`config.mk`:
```
export PLATFORM = sky130hd
export DESIGN_NAME = t0_case2_procedure_byte_receiver
export DESIGN_NICKNAME = d
export VERILOG_FILES = /design/src/design/t0pbr_pkg.sv /design/src/design/t0pbr_ctrl.sv /design/src/design/t0pbr_out.sv /design/src/design/t0_case2_procedure_byte_receiver.sv
export SDC_FILE = /design/constraint.sdc
export NUM_CORES = 1
export LEC_CHECK = 0
export ABC_AREA = 1
export BUFFER_PORTS_ARGS = -buffer_cell sky130_fd_sc_hd__buf_2
export CORE_MARGIN = 4
export CORE_UTILIZATION = 29
export CTS_CLUSTER_SIZE = 28
export DETAILED_ROUTE_END_ITERATION = 8
export GPL_ROUTABILITY_DRIVEN = 0
export RECOVER_POWER = 100
export SLEW_MARGIN = 20
export SYNTH_ARGS = -nofsm -noshare
export SYNTH_HDL_FRONTEND = slang
export SYNTH_SLANG_ARGS = --single-unit
```
`constraint.sdc`:
```
create_clock -name clk_i -period 3.9 [get_ports clk_i]
set_input_delay 0.195 -clock clk_i [delete_from_list [all_inputs] [get_ports clk_i]]
set_output_delay 0.195 -clock clk_i [all_outputs]
set_load 0.02 [all_outputs]
```
`src/design/t0pbr_pkg.sv`:
```
// shared types and constants for the t=0 case-2 procedure byte receiver
package t0pbr_pkg;

  localparam int unsigned InDataW  = 48;
  localparam int unsigned OutDataW = 48;

  localparam logic [7:0] ProcNull  = 8'h60;
  localparam logic [3:0] SwGroupA  = 4'h6;
  localparam logic [3:0] SwGroupB  = 4'h9;
  localparam logic [7:0] InvMask   = 8'hFF;
  localparam logic [8:0] MaxData   = 9'd256;
  localparam logic [2:0] HdrLast   = 3'd4;

  typedef enum logic {
    CMD_START = 1'b0,
    CMD_BYTE  = 1'b1
  } cmd_e;

  typedef enum logic [1:0] {
    KIND_HDR  = 2'd0,
    KIND_DATA = 2'd1,
    KIND_DONE = 2'd2
  } kind_e;

  typedef enum logic [6:0] {
    PH_IDLE      = 7'b0000001,
    PH_PROC      = 7'b0000010,
    PH_BLOCK     = 7'b0000100,
    PH_SINGLE    = 7'b0001000,
    PH_SW2_AFTER = 7'b0010000,
    PH_SW1_FINAL = 7'b0100000,
    PH_SW2_FINAL = 7'b1000000
  } phase_e;

  typedef struct packed {
    cmd_e       command;
    logic [7:0] class_byte;
    logic [7:0] instruction;
    logic [7:0] param_one;
    logic [7:0] param_two;
    logic [7:0] expected_length;
    logic [7:0] card_byte;
  } item_t;

  // one result descriptor; a header run expands to five words downstream
  typedef struct packed {
    logic       is_hdr;
    logic [7:0] class_byte;
    logic [7:0] instruction;
    logic [7:0] param_one;
    logic [7:0] param_two;
    logic [7:0] expected_length;
    kind_e      kind;
    logic [7:0] byte_value;
    logic [7:0] byte_index;
    logic [7:0] status_one;
    logic [7:0] status_two;
    logic [8:0] data_count;
  } res_t;

endpackage

```
`src/design/t0pbr_ctrl.sv`:
```
// procedure byte state machine and transaction counters
module t0pbr_ctrl (
  input  logic             clk_i,
  input  logic             rst_ni,
  input  logic             in_valid_i,
  input  t0pbr_pkg::item_t item_i,
  input  logic             res_free_i,
  output logic             take_o,
  output logic             res_load_o,
  output t0pbr_pkg::res_t  res_o
);

  t0pbr_pkg::phase_e phase_q, phase_d;
  logic [7:0] ins_q, ins_d;
  logic [8:0] tgt_q, tgt_d;
  logic [8:0] rcv_q, rcv_d;
  logic [7:0] sw1_q, sw1_d;
  logic       produces;
  logic [8:0] rcv_inc;
  logic [7:0] b;

  assign b       = item_i.card_byte;
  assign rcv_inc = rcv_q + 9'd1;

  always_comb begin
    phase_d  = phase_q;
    ins_d    = ins_q;
    tgt_d    = tgt_q;
    rcv_d    = rcv_q;
    sw1_d    = sw1_q;
    produces = 1'b0;
    res_o    = '0;
    res_o.kind = t0pbr_pkg::KIND_HDR;
    if (item_i.command == t0pbr_pkg::CMD_START) begin
      produces              = 1'b1;
      res_o.is_hdr          = 1'b1;
      res_o.class_byte      = item_i.class_byte;
      res_o.instruction     = item_i.instruction;
      res_o.param_one       = item_i.param_one;
      res_o.param_two       = item_i.param_two;
      res_o.expected_length = item_i.expected_length;
      ins_d   = item_i.instruction;
      tgt_d   = (item_i.expected_length != 8'd0) ? {1'b0, item_i.expected_length}
                                                 : t0pbr_pkg::MaxData;
      rcv_d   = '0;
      sw1_d   = '0;
      phase_d = t0pbr_pkg::PH_PROC;
    end else begin
      unique case (phase_q)
        t0pbr_pkg::PH_PROC: begin
          priority if (b == t0pbr_pkg::ProcNull) begin
            phase_d = t0pbr_pkg::PH_PROC;
          end else if (b == ins_q) begin
            phase_d = t0pbr_pkg::PH_BLOCK;
          end else if ((b ^ t0pbr_pkg::InvMask) == ins_q) begin
            phase_d = t0pbr_pkg::PH_SINGLE;
          end else if (b[7:4] == t0pbr_pkg::SwGroupA || b[7:4] == t0pbr_pkg::SwGroupB) begin
            sw1_d   = b;
            phase_d = t0pbr_pkg::PH_SW2_AFTER;
          end else begin
            phase_d = t0pbr_pkg::PH_PROC;
          end
        end
        t0pbr_pkg::PH_BLOCK, t0pbr_pkg::PH_SINGLE: begin
          produces         = 1'b1;
          res_o.kind       = t0pbr_pkg::KIND_DATA;
          res_o.byte_value = b;
          res_o.byte_index = rcv_q[7:0];
          rcv_d            = rcv_inc;
          if (rcv_inc >= tgt_q) begin
            phase_d = t0pbr_pkg::PH_SW1_FINAL;
          end else if (phase_q == t0pbr_pkg::PH_SINGLE) begin
            phase_d = t0pbr_pkg::PH_PROC;
          end
        end
        t0pbr_pkg::PH_SW2_AFTER, t0pbr_pkg::PH_SW2_FINAL: begin
          produces         = 1'b1;
          res_o.kind       = t0pbr_pkg::KIND_DONE;
          res_o.status_one = sw1_q;
          res_o.status_two = b;
          res_o.data_count = rcv_q;
          phase_d          = t0pbr_pkg::PH_IDLE;
        end
        t0pbr_pkg::PH_SW1_FINAL: begin
          sw1_d   = b;
          phase_d = t0pbr_pkg::PH_SW2_FINAL;
        end
        default: begin
          phase_d = t0pbr_pkg::PH_IDLE;
        end
      endcase
    end
  end

  // card bytes that cause no word never wait on the output side
  assign take_o     = in_valid_i && (!produces || res_free_i);
  assign res_load_o = take_o && produces;

  always_ff @(posedge clk_i or negedge rst_ni) begin
    if (!rst_ni) begin
      phase_q <= t0pbr_pkg::PH_IDLE;
      ins_q   <= '0;
      tgt_q   <= '0;
      rcv_q   <= '0;
      sw1_q   <= '0;
    end else if (take_o) begin
      phase_q <= phase_d;
      ins_q   <= ins_d;
      tgt_q   <= tgt_d;
      rcv_q   <= rcv_d;
      sw1_q   <= sw1_d;
    end
  end

`ifndef SYNTH
  a_rcv_bounded: assert property (@(posedge clk_i) disable iff (!rst_ni)
    rcv_q <= tgt_q)
    else $error("received count passed target");
  a_load_free: assert property (@(posedge clk_i) disable iff (!rst_ni)
    res_load_o |-> res_free_i)
    else $error("result loaded into busy output stage");
  a_data_phase_has_room: assert property (@(posedge clk_i) disable iff (!rst_ni)
    (phase_q == t0pbr_pkg::PH_BLOCK || phase_q == t0pbr_pkg::PH_SINGLE) |-> rcv_q < tgt_q)
    else $error("data phase with no bytes left");
`endif

endmodule

```
`src/design/t0pbr_out.sv`:
```
// output word register; expands a header descriptor into five words
module t0pbr_out (
  input  logic            clk_i,
  input  logic            rst_ni,
  input  logic            load_i,
  input  t0pbr_pkg::res_t res_i,
  output logic            free_o,
  output logic            valid_o,
  input  logic            ready_i,
  output logic [1:0]      kind_o,
  output logic [7:0]      byte_value_o,
  output logic [7:0]      byte_index_o,
  output logic [7:0]      status_one_o,
  output logic [7:0]      status_two_o,
  output logic [8:0]      data_count_o,
  output logic            last_o
);

  logic            valid_q;
  t0pbr_pkg::res_t res_q;
  logic [2:0]      beat_q;
  logic            final_beat;
  logic            word_done;
  logic [7:0]      hdr_byte;

  assign final_beat = !res_q.is_hdr || (beat_q == t0pbr_pkg::HdrLast);
  assign word_done  = valid_q && ready_i;
  assign free_o     = !valid_q || (ready_i && final_beat);
  assign valid_o    = valid_q;

  always_comb begin
    unique case (beat_q)
      3'd0:    hdr_byte = res_q.class_byte;
      3'd1:    hdr_byte = res_q.instruction;
      3'd2:    hdr_byte = res_q.param_one;
      3'd3:    hdr_byte = res_q.param_two;
      default: hdr_byte = res_q.expected_length;
    endcase
  end

  always_comb begin
    if (res_q.is_hdr) begin
      kind_o       = t0pbr_pkg::KIND_HDR;
      byte_value_o = hdr_byte;
      byte_index_o = {5'd0, beat_q};
      status_one_o = '0;
      status_two_o = '0;
      data_count_o = '0;
      last_o       = (beat_q == t0pbr_pkg::HdrLast);
    end else begin
      kind_o       = res_q.kind;
      byte_value_o = res_q.byte_value;
      byte_index_o = res_q.byte_index;
      status_one_o = res_q.status_one;
      status_two_o = res_q.status_two;
      data_count_o = res_q.data_count;
      last_o       = (res_q.kind == t0pbr_pkg::KIND_DONE);
    end
  end

  always_ff @(posedge clk_i or negedge rst_ni) begin
    if (!rst_ni) begin
      valid_q <= 1'b0;
      beat_q  <= '0;
    end else if (load_i) begin
      valid_q <= 1'b1;
      beat_q  <= '0;
    end else if (word_done) begin
      valid_q <= !final_beat;
      beat_q  <= final_beat ? 3'd0 : beat_q + 3'd1;
    end
  end

  always_ff @(posedge clk_i) begin
    if (load_i) begin
      res_q <= res_i;
    end
  end

`ifndef SYNTH
  a_beat_range: assert property (@(posedge clk_i) disable iff (!rst_ni)
    valid_q |-> beat_q <= t0pbr_pkg::HdrLast)
    else $error("header beat out of range");
  a_single_beat: assert property (@(posedge clk_i) disable iff (!rst_ni)
    (valid_q && !res_q.is_hdr) |-> beat_q == 3'd0)
    else $error("beat count moved on a single word");
  a_load_only_free: assert property (@(posedge clk_i) disable iff (!rst_ni)
    load_i |-> free_o)
    else $error("load over a pending word");
`endif

endmodule

```
`src/design/t0_case2_procedure_byte_receiver.sv`:
```
// t=0 case-2 reader: input register, procedure state machine, output word register
// an item is registered on accept; a word it yields is then loaded into the output register
// a card byte per cycle while the output is free; a start item holds it for five header words
// card bytes that cause no word (null, ack, sw1) drain at one per cycle without waiting on output
// reset (async, active low): phase idle, counters and held sw1 cleared, no word pending
module t0_case2_procedure_byte_receiver (
  input  logic                              clk_i,
  input  logic                              rst_ni,
  input  logic                              s_axis_tvalid_i,
  output logic                              s_axis_tready_o,
  // class_byte, instruction, param_one, param_two, expected_length, card_byte
  input  logic [t0pbr_pkg::InDataW-1:0]     s_axis_tdata_i,
  // command
  input  logic                              s_axis_tuser_i,
  output logic                              m_axis_tvalid_o,
  input  logic                              m_axis_tready_i,
  // byte_value, byte_index, status_one, status_two, data_count, zero pad
  output logic [t0pbr_pkg::OutDataW-1:0]    m_axis_tdata_o,
  // kind
  output logic [1:0]                        m_axis_tuser_o,
  output logic                              m_axis_tlast_o
);

  logic             in_valid_q;
  t0pbr_pkg::item_t item_q;
  logic             take;
  logic             res_load;
  logic             res_free;
  t0pbr_pkg::res_t  res;
  logic             s_accept;
  logic [7:0]       byte_value;
  logic [7:0]       byte_index;
  logic [7:0]       status_one;
  logic [7:0]       status_two;
  logic [8:0]       data_count;

  assign s_axis_tready_o = !in_valid_q || take;
  assign s_accept        = s_axis_tvalid_i && s_axis_tready_o;

  always_ff @(posedge clk_i or negedge rst_ni) begin
    if (!rst_ni) begin
      in_valid_q <= 1'b0;
    end else if (s_accept) begin
      in_valid_q <= 1'b1;
    end else if (take) begin
      in_valid_q <= 1'b0;
    end
  end

  always_ff @(posedge clk_i) begin
    if (s_accept) begin
      item_q.command         <= t0pbr_pkg::cmd_e'(s_axis_tuser_i);
      item_q.class_byte      <= s_axis_tdata_i[7:0];
      item_q.instruction     <= s_axis_tdata_i[15:8];
      item_q.param_one       <= s_axis_tdata_i[23:16];
      item_q.param_two       <= s_axis_tdata_i[31:24];
      item_q.expected_length <= s_axis_tdata_i[39:32];
      item_q.card_byte       <= s_axis_tdata_i[47:40];
    end
  end

  t0pbr_ctrl u_ctrl (
    .clk_i      (clk_i),
    .rst_ni     (rst_ni),
    .in_valid_i (in_valid_q),
    .item_i     (item_q),
    .res_free_i (res_free),
    .take_o     (take),
    .res_load_o (res_load),
    .res_o      (res)
  );

  t0pbr_out u_out (
    .clk_i        (clk_i),
    .rst_ni       (rst_ni),
    .load_i       (res_load),
    .res_i        (res),
    .free_o       (res_free),
    .valid_o      (m_axis_tvalid_o),
    .ready_i      (m_axis_tready_i),
    .kind_o       (m_axis_tuser_o),
    .byte_value_o (byte_value),
    .byte_index_o (byte_index),
    .status_one_o (status_one),
    .status_two_o (status_two),
    .data_count_o (data_count),
    .last_o       (m_axis_tlast_o)
  );

  assign m_axis_tdata_o = {7'd0, data_count, status_two, status_one, byte_index, byte_value};

endmodule

```
Word-level counts from Yosys, hierarchy flattened
Cells that the tools add are included.

word-level totals
  bits in registers = 179
  output and inout port bits = 53

operators by class
  order comparisons = 1
  muxes and demuxes = 36
  add/sub/neg operators = 2
  bitwise logic cells = 2
  reduce and logical (&&, ||, !) cells = 28
  equal/unequal tests = 23

operators by type and width
  operator                                                         count
  8-bit 2-to-1 mux                                                 9
  7-bit 2-to-1 mux                                                 6
  41-bit 2-to-1 mux                                                1
  9-bit 2-to-1 mux                                                 4
  8-bit case mux with 4 select lines                               1
  7-bit case mux with 3 select lines                               1
  8-bit == test                                                    2
  8-bit case mux with 2 select lines                               1
  2-bit AND reduction                                              5
  9-bit by 1-bit adder with 9-bit output, second input constant    1
  9-bit greater-or-equal comparator                                1
  3-bit 2-to-1 mux                                                 3
  3-bit inequality test, second input constant                     3
  8-bit by 7-bit == test with 1-bit output, second input constant  1
  8-bit inverter                                                   1
  8-bit nonzero test                                               1
  7-bit by 2-bit == test with 1-bit output, second input constant  1
  7-bit by 3-bit == test with 1-bit output, second input constant  1
  7-bit by 4-bit == test with 1-bit output, second input constant  1
  7-bit by 5-bit == test with 1-bit output, second input constant  1
  7-bit by 6-bit == test with 1-bit output, second input constant  1
  7-bit == test, second input constant                             1
  1-bit 2-to-1 mux                                                 7
  3-bit by 2-bit == test with 1-bit output, second input constant  2
  other kinds (22)                                                 36

Longest topological paths before layout
Gate-level depths: netlist of the first run.

  word-level depth = 10
  gate-level depth with buffers = 18

By module
From an unflattened synthesis of the first run, not the netlist that was laid out.

unflattened totals
  cell total of the unflattened synthesis = 873
  area, all modules = 8,345.5 µm²

by module, submodules not included
  module                            area each (µm²)  instances  cells an instance  seq. area each (µm²)
  t0pbr_out                         3,588.4          1          295                2,622.5
  t0pbr_ctrl                        3,184.3          1          515                1,027.2
  t0_case2_procedure_byte_receiver  1,572.8          1          63                 1,496.4

Worst setup path before layout of the first run
No wires, ideal clock.

  path type = register -> register
  from = register u_out.beat_q[0]
  to = register u_out.res_q[0] (netlist bit) (enable)
  period minus slack after synthesis = 3,518 ps
  data required time = 3,462 ps
  slack = 382 ps
  buffers on the path = 1
  data arrival time = 3,081 ps
  stages on the path, launching flop included = 14
  path through = dfrtp_1 -> inv_1 -> ha_1 -> buf_2 -> nand2_1 -> nand2_1 -> nand2_1 -> nand2_1 -> inv_1 -> nand2_4 -> nand2_8 -> inv_2 -> nand2_1 -> inv_1

between the ends
  cells in the longest elaborated chain, start to end = 7

ends and longest elaborated chain
  element                 RTL line                                text
  start, declared         t0pbr_out.sv:21                         logic [2:0] beat_q;
  start signal, assigned  t0pbr_out.sv:70                         beat_q <= final_beat ? 3'd0 : beat_q + 3'd1;
  3-bit == test           t0pbr_out.sv:26                         assign final_beat = !res_q.is_hdr || (beat_q == t0pbr_pkg::HdrLast);
  1-bit logical OR        t0pbr_out.sv:26
  1-bit logical AND       t0pbr_out.sv:28                         assign free_o = !valid_q || (ready_i && final_beat);
  1-bit logical OR        t0pbr_out.sv:28
  1-bit logical OR        t0pbr_ctrl.sv:96                        assign take_o = in_valid_i && (!produces || res_free_i);
  1-bit logical AND       t0pbr_ctrl.sv:96
  1-bit logical AND       t0pbr_ctrl.sv:97                        assign res_load_o = take_o && produces;
  net res_load            t0_case2_procedure_byte_receiver.sv:27  logic res_load;
  end signal, assigned    t0pbr_out.sv:76                         res_q <= res_i;
  end, declared           t0pbr_out.sv:20                         t0pbr_pkg::res_t res_q;

The timed path passes the listed nets, and every way through them passes these cells.
A chain may end at the register's enable or synchronous reset.

Final worst setup path of the first run
  from = register u_out.beat_q[0]
  to = register u_out.res_q[82] (netlist bit) (enable)

Same word-level chain as after synthesis.

==> results of run 1 <==
## worst paths after layout
check	slack (ns)	end	start	depth (start not counted)
max	0.86	u_out.res_q[82]	u_out.beat_q[0]	13
min	0.05	in_valid_q	s_axis_tvalid_i	3
max reg2reg	0.86	u_out.res_q[82]	u_out.beat_q[0]	13
min in group asynchronous	1.17	u_ctrl.tgt_q[1]	rst_ni	2
min reg2reg	0.48	u_ctrl.sw1_q[3]	u_ctrl.sw1_q[3]	2
max in group asynchronous	1.22	u_ctrl.rcv_q[0]	rst_ni	2
## registers in the layout, indices dropped and copies added, names as in the netlist
signal,count
u_out.valid_o,1
u_ctrl.sw1_q,8
u_ctrl.rcv_q,9
u_ctrl.tgt_q,9
u_out.beat_q,3
u_out.res_q,84
in_valid_q,1
u_ctrl.phase_q,7
item_q,49
u_ctrl.ins_q,8
## layout make-up
cell class	count	share of cell area, %
Clock buffer	17	4.29
Timing Repair Buffer	152	9.65
Tap cell	378	4.77
Inverter	153	5.79
Multi-Input combinational cell	473	22.2
Sequential cell	179	51.9
Clock inverter	15	1.48
## cells in the final DEF, fill, tap and decap left out, types with 2 or more instances in the layout
master,count
inv_1,149
inv_2,3
a31oi_1,8
buf_2,49
inv_8,4
xor2_1,7
dlygate4sd3_1,50
inv_6,3
clkinv_1,2
clkinvlp_4,3
o21ai_0,32
edfxtp_1,133
a21oi_1,15
nand3_1,29
clkbuf_1,49
conb_1,7
o22ai_1,9
buf_4,2
nand2_4,2
nor4_1,2
nand3b_1,9
o21ai_1,2
nor2_2,6
ha_1,15
dfrtp_1,45
nor2_1,135
clkbuf_16,17
clkinv_2,2
nor3_1,2
nand4_1,3
nand2_1,185
nor2_4,2
## cell families after synthesis
logic type	after synthesis
and+or+nand+nor	377
xor gates and xnor gates	7
AOI/OAI and AO/OA	67
buffers and inverters	181
other	1
DFF	179
adders and majority gates	15
## worst max-delay path: stages (launching register included)
cell	delay (ns)
dfrtp_1	0.40
inv_1	0.14
ha_1	0.39
nand2_1	0.09
nand2_1	0.08
nand2_1	0.06
nand2_1	0.07
inv_1	0.08
nand2_4	0.06
nand2_1	0.17
inv_1	0.13
nand2_1	0.13
inv_1	0.23
clkbuf_4	0.63
## stage by stage
step | power (mW) | hold slack, ns
floorplan | 3.28 | -0.101
global placement | 3.59 | 0.372
detailed placement | 3.61 | 0.373
CTS | 5.32 | 0.00661
global route | 5.51 | 0.0822
finish | 5.22 | 0.0539
## power by group
part           internal (mW)  switching [mW]  total, mW  leakage [nW]
combinational          0.324           0.742       1.07          2.23
clock                  0.899           0.760       1.66         0.275
sequential              2.36           0.130       2.49          1.88
total                   3.58            1.63       5.22          4.38
## cell usage after synthesis, drive strengths merged
cell type,number,area (sq um)
edfxtp,133,3990
conb,1,3.75
a21oi,15,82.6
dfstp,1,26.3
nand3b,9,67.6
nor2,143,596
buf,18,128
nand2,187,743
clkinv,1,3.75
nor3,2,10.0
ha,15,188
a31oi,8,50.1
dfrtp,45,1130
inv,152,571
a21boi,1,7.51
o21ai,34,170
nor4,2,12.5
o22ai,9,56.3
nand3,31,173
xor2,7,61.3
nand4,3,18.8
clkbuf,10,38.8
## layer usage
metal | share of wire [%] | global-route usage (%) | vias to the layer above
met2 | 44 | 18.6 | 161
met1 | 49 | 17.5 | 2607
met5 | 0 | 0 | -
met3 | 5.8 | 2.45 | 15
li1 | - | - | 2898
met4 | 0.95 | 2.91 | 0
==> PnR_summary.wiki, run 1 <==
{| class="wikitable"
! Metric !! Value
|-
| Status || complete, but fails checks
|-
| Violations in the final reports || max-capacitance violations, max-slew violations
|-
| Max VDD drop || 318 uV
|-
| Total standard cell area after synthesis || 8130 sq um
|-
| Final setup violation count || 0
|-
| Final cycle utilization of the critical path || 78.0%
|-
| Floorplan die height || 175 microns
|-
| RSZ-0062 raised after global routing || no
|-
| Post-Synth Adder-Cell Area || 2.31%
|-
| Detailed-route via count || 5681
|-
| Maximum level of the CTS H-tree || 4
|-
| Fraction of synthesized cell area in xor and xnor cells || 0.754%
|-
| Initial Util || 29.3%
|-
| Mean instance size in the synthesized netlist || 9.83 sq um
|-
| # DRC || 0
|-
| Dominant combinational cell family by area after synthesis || simple AND/OR/NAND/NOR gates
|-
| Std-Cell Core Area || 27700 sq um
|-
| Post-Synth Simple-Gate Area || 19.9%
|-
| Starting DRT DRC Count || 473
|-
| Setup Skew || 0.00808 ns
|-
| Wire length of the first global-routing pass || 29400 microns
|-
| Clock Sinks || 179
|-
| # Max-Cap Violations || 1
|-
| TritonCTS clock tree || built
|-
| Total of cells resized after clock tree synthesis || 0
|-
| HP Class || input port to flop
|-
| Die extent in x || 175 microns
|-
| Max Fanout on Critical Path || 49
|-
| Finished layout cell area || 9920 sq um
|-
| Number of buffers created by CTS || 17
|-
| Filler Cell Count || 2805
|-
| Half-perimeter wire length after detailed placement || 12800 microns
|-
| Initial antenna violation count || 0
|-
| Arrival time worst endpoint || 3.10 ns
|-
| Dpl cells || 1285
|-
| Flip-flop and latch count after synthesis || 179
|-
| Post-Route WL || 18000 microns
|-
| Worst Path Required || 3.96 ns
|-
| Critical Path Source Type || flop
|-
| Proportion of synthesized chip area in sequential cells || 63.3%
|-
| Cell count after synthesis || 827
|-
| Number of antenna repair diodes || 0
|-
| FP Rows || 61
|-
| Maximum number of pins on one net before global-route repair || 54
|-
| Total cell area at the placement stage || 8990 sq um
|-
| Placement-stage worst setup slack || 1.19 ns
|-
| I/O pin cnt || 106
|-
| Sum of negative setup slack || 0 ns
|-
| Yosys cell types || 37
|-
| Drt first pass iters || 5
|-
| Clk slew on worst S/H paths || 0.07 ns
|-
| Setup slack of the critical path after layout || 0.858 ns
|-
| Worst Path Class, Setup || flop to flop
|-
| Cts hold-fix bufs || 49
|-
| Fmax || 0.329 GHz
|-
| Total count of hold-check failures in the final report || 0
|-
| Area added between synthesis and finish || 22.1%
|-
| Via count of the first global-routing pass || 5682
|-
| Final critical path time including I/O delays and setup || 3.04 ns
|-
| Number of buffers on the longest clock path || 2
|-
| Avg Vias per Cell || 4.16
|-
| Total area of multi-input combinational cells || 2200 sq um
|-
| Multiplexer share of the synthesized area || 0%
|-
| Clock latency on the worst-skew pair || 0.42 ns
|-
| Worst Max-Slew Pin Slew || 2.64 ns
|-
| P_leak || 4.38 nW
|-
| Total number of yosys warnings || 0
|-
| Final net count || 1044
|-
| Max-slew headroom || -76.2%
|-
| Complex-gate fraction of the synthesized area || 4.51%
|-
| Post-CTS Repair Setup Buffers || 0
|-
| Clock tree root buffer cell || clkbuf_16
|-
| Utilization of the core after routing || 35.8%
|-
| Global route overflow || 0
|-
| Number of standard cells in the layout, taps in and fillers out || 1367
|-
| Final Max Slew Viols || 47
|-
| Endpoint kind of the worst setup timing path || flop
|-
| Wire per inst || 13.2 microns
|-
| Power density cells || 526 nW/um^2
|-
| Sequential cell area || 5150 sq um
|-
| Die area || 30800 sq um
|-
| Overall global routing resource usage || 12.1%
|-
| Total of buffers placed on input and output ports || 98
|-
| Share of post-route cells with drive strength above 1 || 10.1%
|-
| Remaining antenna violation count after routing || 0
|}
Power figures use the tool's default switching activity.
==> inputs of run 2 (changes only) <==
==> constraint.sdc (replaced) <==
create_clock -name clk_i -period 3.1 [get_ports clk_i]
set_input_delay 0.155 -clock clk_i [delete_from_list [all_inputs] [get_ports clk_i]]
set_output_delay 0.155 -clock clk_i [all_outputs]
set_load 0.02 [all_outputs]
==> run 2 against run 1 <==
Against the previous run:
- the run now ends clean
- first-iteration DRC count decreased by 27%
- critical endpoint is now u_out.res_q[31]
- combinational power rose by 24%
- via count down 0.58%
- sequential power rose by 26%
==> PnR_summary.wiki, run 2 (same netlist as run 1, synthesis figures left out) <==
{| class="wikitable"
! Metric !! Value
|-
| Half-perimeter wire length after detailed placement || 12900 microns (+1.1%)
|-
| TritonCTS clock tree || built
|-
| Final setup violation count || 0 (unchanged)
|-
| Number of antenna repair diodes || 0 (unchanged)
|-
| Via count of the first global-routing pass || 5364 (-5.6%)
|-
| Maximum number of pins on one net before global-route repair || 53 (-1.9%)
|-
| FP Rows || 61 (unchanged)
|-
| Utilization of the core after routing || 35.9% (+0.090 points)
|-
| Final net count || 1046 (+0.19%)
|-
| Flip-flop count of the largest register, all copies and words added || 84 (unchanged)
|-
| Clock latency on the worst-skew pair || 0.44 ns (+0.02 ns)
|-
| Std-Cell Core Area || 27700 sq um (unchanged)
|-
| Total of cells resized after clock tree synthesis || 0 (unchanged)
|-
| Post-Route WL || 17700 microns (-1.8%)
|-
| # Max-Cap Violations || 0 (-1)
|-
| Worst Max-Slew Pin Slew || 1.25 ns (-1.39 ns)
|-
| Critical Path Most Common Cell || nand2_1
|-
| Maximum level of the CTS H-tree || 4 (unchanged)
|-
| Remaining antenna violation count after routing || 0 (unchanged)
|-
| Register with the most flip-flops || u_out.res_q
|-
| # DRC || 0 (unchanged)
|-
| Regs by FF count || u_out.res_q: 84 flops, item_q: 49 flops
|-
| Max-slew headroom || 16.4% (+93 points)
|-
| Cts hold-fix bufs || 51 (+4.1%)
|-
| Number of buffers created by CTS || 17 (unchanged)
|-
| Worst Path Required || 3.21 ns (-0.75 ns)
|-
| Detailed-route via count || 5648 (-0.58%)
|-
| Clk slew on worst S/H paths || 0.07 ns (about the same)
|-
| Setup Skew || 0.00794 ns (-0.000141 ns)
|-
| Cell at the slowest stage of the critical path || dfstp_2
|-
| Wire per inst || 12.9 microns (-2.0%)
|-
| Total of buffers placed on input and output ports || 98 (unchanged)
|-
| Clock Sinks || 179 (unchanged)
|-
| Slowest stage delay, CP || 0.54 ns (-0.09 ns)
|-
| Die extent in x || 175 microns (unchanged)
|-
| Final critical path time including I/O delays and setup || 2.78 ns (-0.266 ns)
|-
| Crit-path cells || inv_1 -> nand2_1 -> nor2_2 -> nand2_1 -> nand3_1 -> nand2_4 -> nand2_8 -> inv_2 -> nand2_2 -> clkinvlp_4 -> buf_6
|-
| Initial Util || 29.3% (unchanged)
|-
| Commonest cells after routing, fill and taps aside || nand2_1, inv_1, nor2_1
|-
| HP Class || input port to flop
|-
| Total count of hold-check failures in the final report || 0 (unchanged)
|-
| Floorplan die height || 175 microns (unchanged)
|-
| Starting DRT DRC Count || 347 (-27%)
|-
| Final cycle utilization of the critical path || 89.6% (+12 points)
|-
| Power density cells || 657 nW/um^2 (+25%)
|-
| Global route overflow || 0 (unchanged)
|-
| Fmax || 0.360 GHz (+9.6%)
|-
| Wire length of the first global-routing pass || 28000 microns (-4.5%)
|-
| Most common cell after layout, fill and taps aside || nand2_1
|-
| Sum of negative setup slack || 0 ns (unchanged)
|-
| Max VDD drop || 316 uV (-0.51%)
|-
| Filler Cell Count || 2833 (+1.0%)
|-
| Number of buffers on the longest clock path || 2 (unchanged)
|-
| RSZ-0062 raised after global routing || no
|-
| Bufs and invs on worst path || 4 (-1)
|-
| Share of post-route cells with drive strength above 1 || 9.89% (-0.22 points)
|-
| Post-CTS Repair Setup Buffers || 0 (unchanged)
|-
| Endpoint kind of the worst setup timing path || flop
|-
| Kind of cell adding the most delay to the critical path || simple AND/OR/NAND/NOR gates
|-
| Die area || 30800 sq um (unchanged)
|-
| Max Fanout on Critical Path || 36 (-27%)
|-
| Critical Path Source Type || flop
|-
| Avg Vias per Cell || 4.13 (-0.73%)
|-
| Overall global routing resource usage || 11.6% (-0.44 points)
|-
| Status || finished, final reports clean
|-
| Arrival time worst endpoint || 2.89 ns (-0.21 ns)
|-
| Clock tree root buffer cell || clkbuf_16
|-
| I/O pin cnt || 106 (unchanged)
|-
| Final Max Slew Viols || 0 (-100%)
|-
| P_leak || 4.36 nW (-0.48%)
|-
| Initial antenna violation count || 0 (unchanged)
|-
| Worst Path Class, Setup || flop to flop
|-
| Area added between synthesis and finish || 22.4%
|-
| Drt first pass iters || 4 (-1)
|}
run 2: cell types whose count changed in the layout (fill, tap and decap cells not counted), sizes merged:
cell,change
buf,-4
inv,-1
bufinv,-1
dlygate4sd3,+1
clkinv,+2
clkbuf,+5
run 2: tightest hold or removal path, stage by stage:
cell and delay (ns):
buf_2 0.11, nand2_1 0.06, nand2_1 0.07, nand2_1 0.05
run 2: through the flow:
step / setup slack, ns / cells / power [mW] / instance area [sq um] / hold WS (ns)
2_1_floorplan: 0.0443 / 833 / 4.13 / 8160 / -0.141
3_3_place_gp: 0.570 / 1286 / 4.53 / 9030 / 0.333
3_5_place_dp: 0.487 / 1286 / 4.55 / 9030 / 0.224
4_1_cts: 0.462 / 1369 / 6.68 / 10100 / 0.0358
5_1_grt: 0.109 / 1369 / 6.90 / 9950 / 0.0805
6_report: 0.324 / 1369 / 6.53 / 9950 / 0.0508
run 2: metal layers:
metal	GRT usage [%]	up-vias	share of wire (%)
met5	0	-	0
met4	4.32	0	1.9
met3	2.41	26	4.4
met2	18.0	134	45
met1	16.1	2575	48
li1	-	2913	-
run 2: path summary, 6_finish.rpt:
kind,start,slack (ns),cells past startpoint,to
max,u_ctrl.phase_q[0],0.32,11,u_out.res_q[31]
min,m_axis_tready_i,0.05,4,u_out.valid_o
max reg2reg,u_ctrl.phase_q[0],0.32,11,u_out.res_q[31]
min reg2reg,u_ctrl.sw1_q[7],0.47,2,u_ctrl.sw1_q[7]
max in group asynchronous,rst_ni,1.80,2,u_ctrl.sw1_q[1]
min in group asynchronous,rst_ni,0.55,2,u_ctrl.ins_q[6]
run 2: power by group:
| part | switching [mW] | internal [mW] | total, mW |
|---|---|---|---|
| clock | 1.01 | 1.07 | 2.07 |
| sequential | 0.166 | 2.96 | 3.13 |
| combinational | 0.911 | 0.415 | 1.33 |
| total | 2.08 | 4.45 | 6.53 |
run 2: final cells by class:
type                       instances  area, sq um  area share (%)
sequential                       179         5150            51.7
clock buffer                      17          425            4.28
inverter                         153          578            5.81
clock inverter                    15          145            1.46
tap                              378          473            4.75
multi-input combinational        473         2200            22.1
timing repair buffer             154          980            9.85
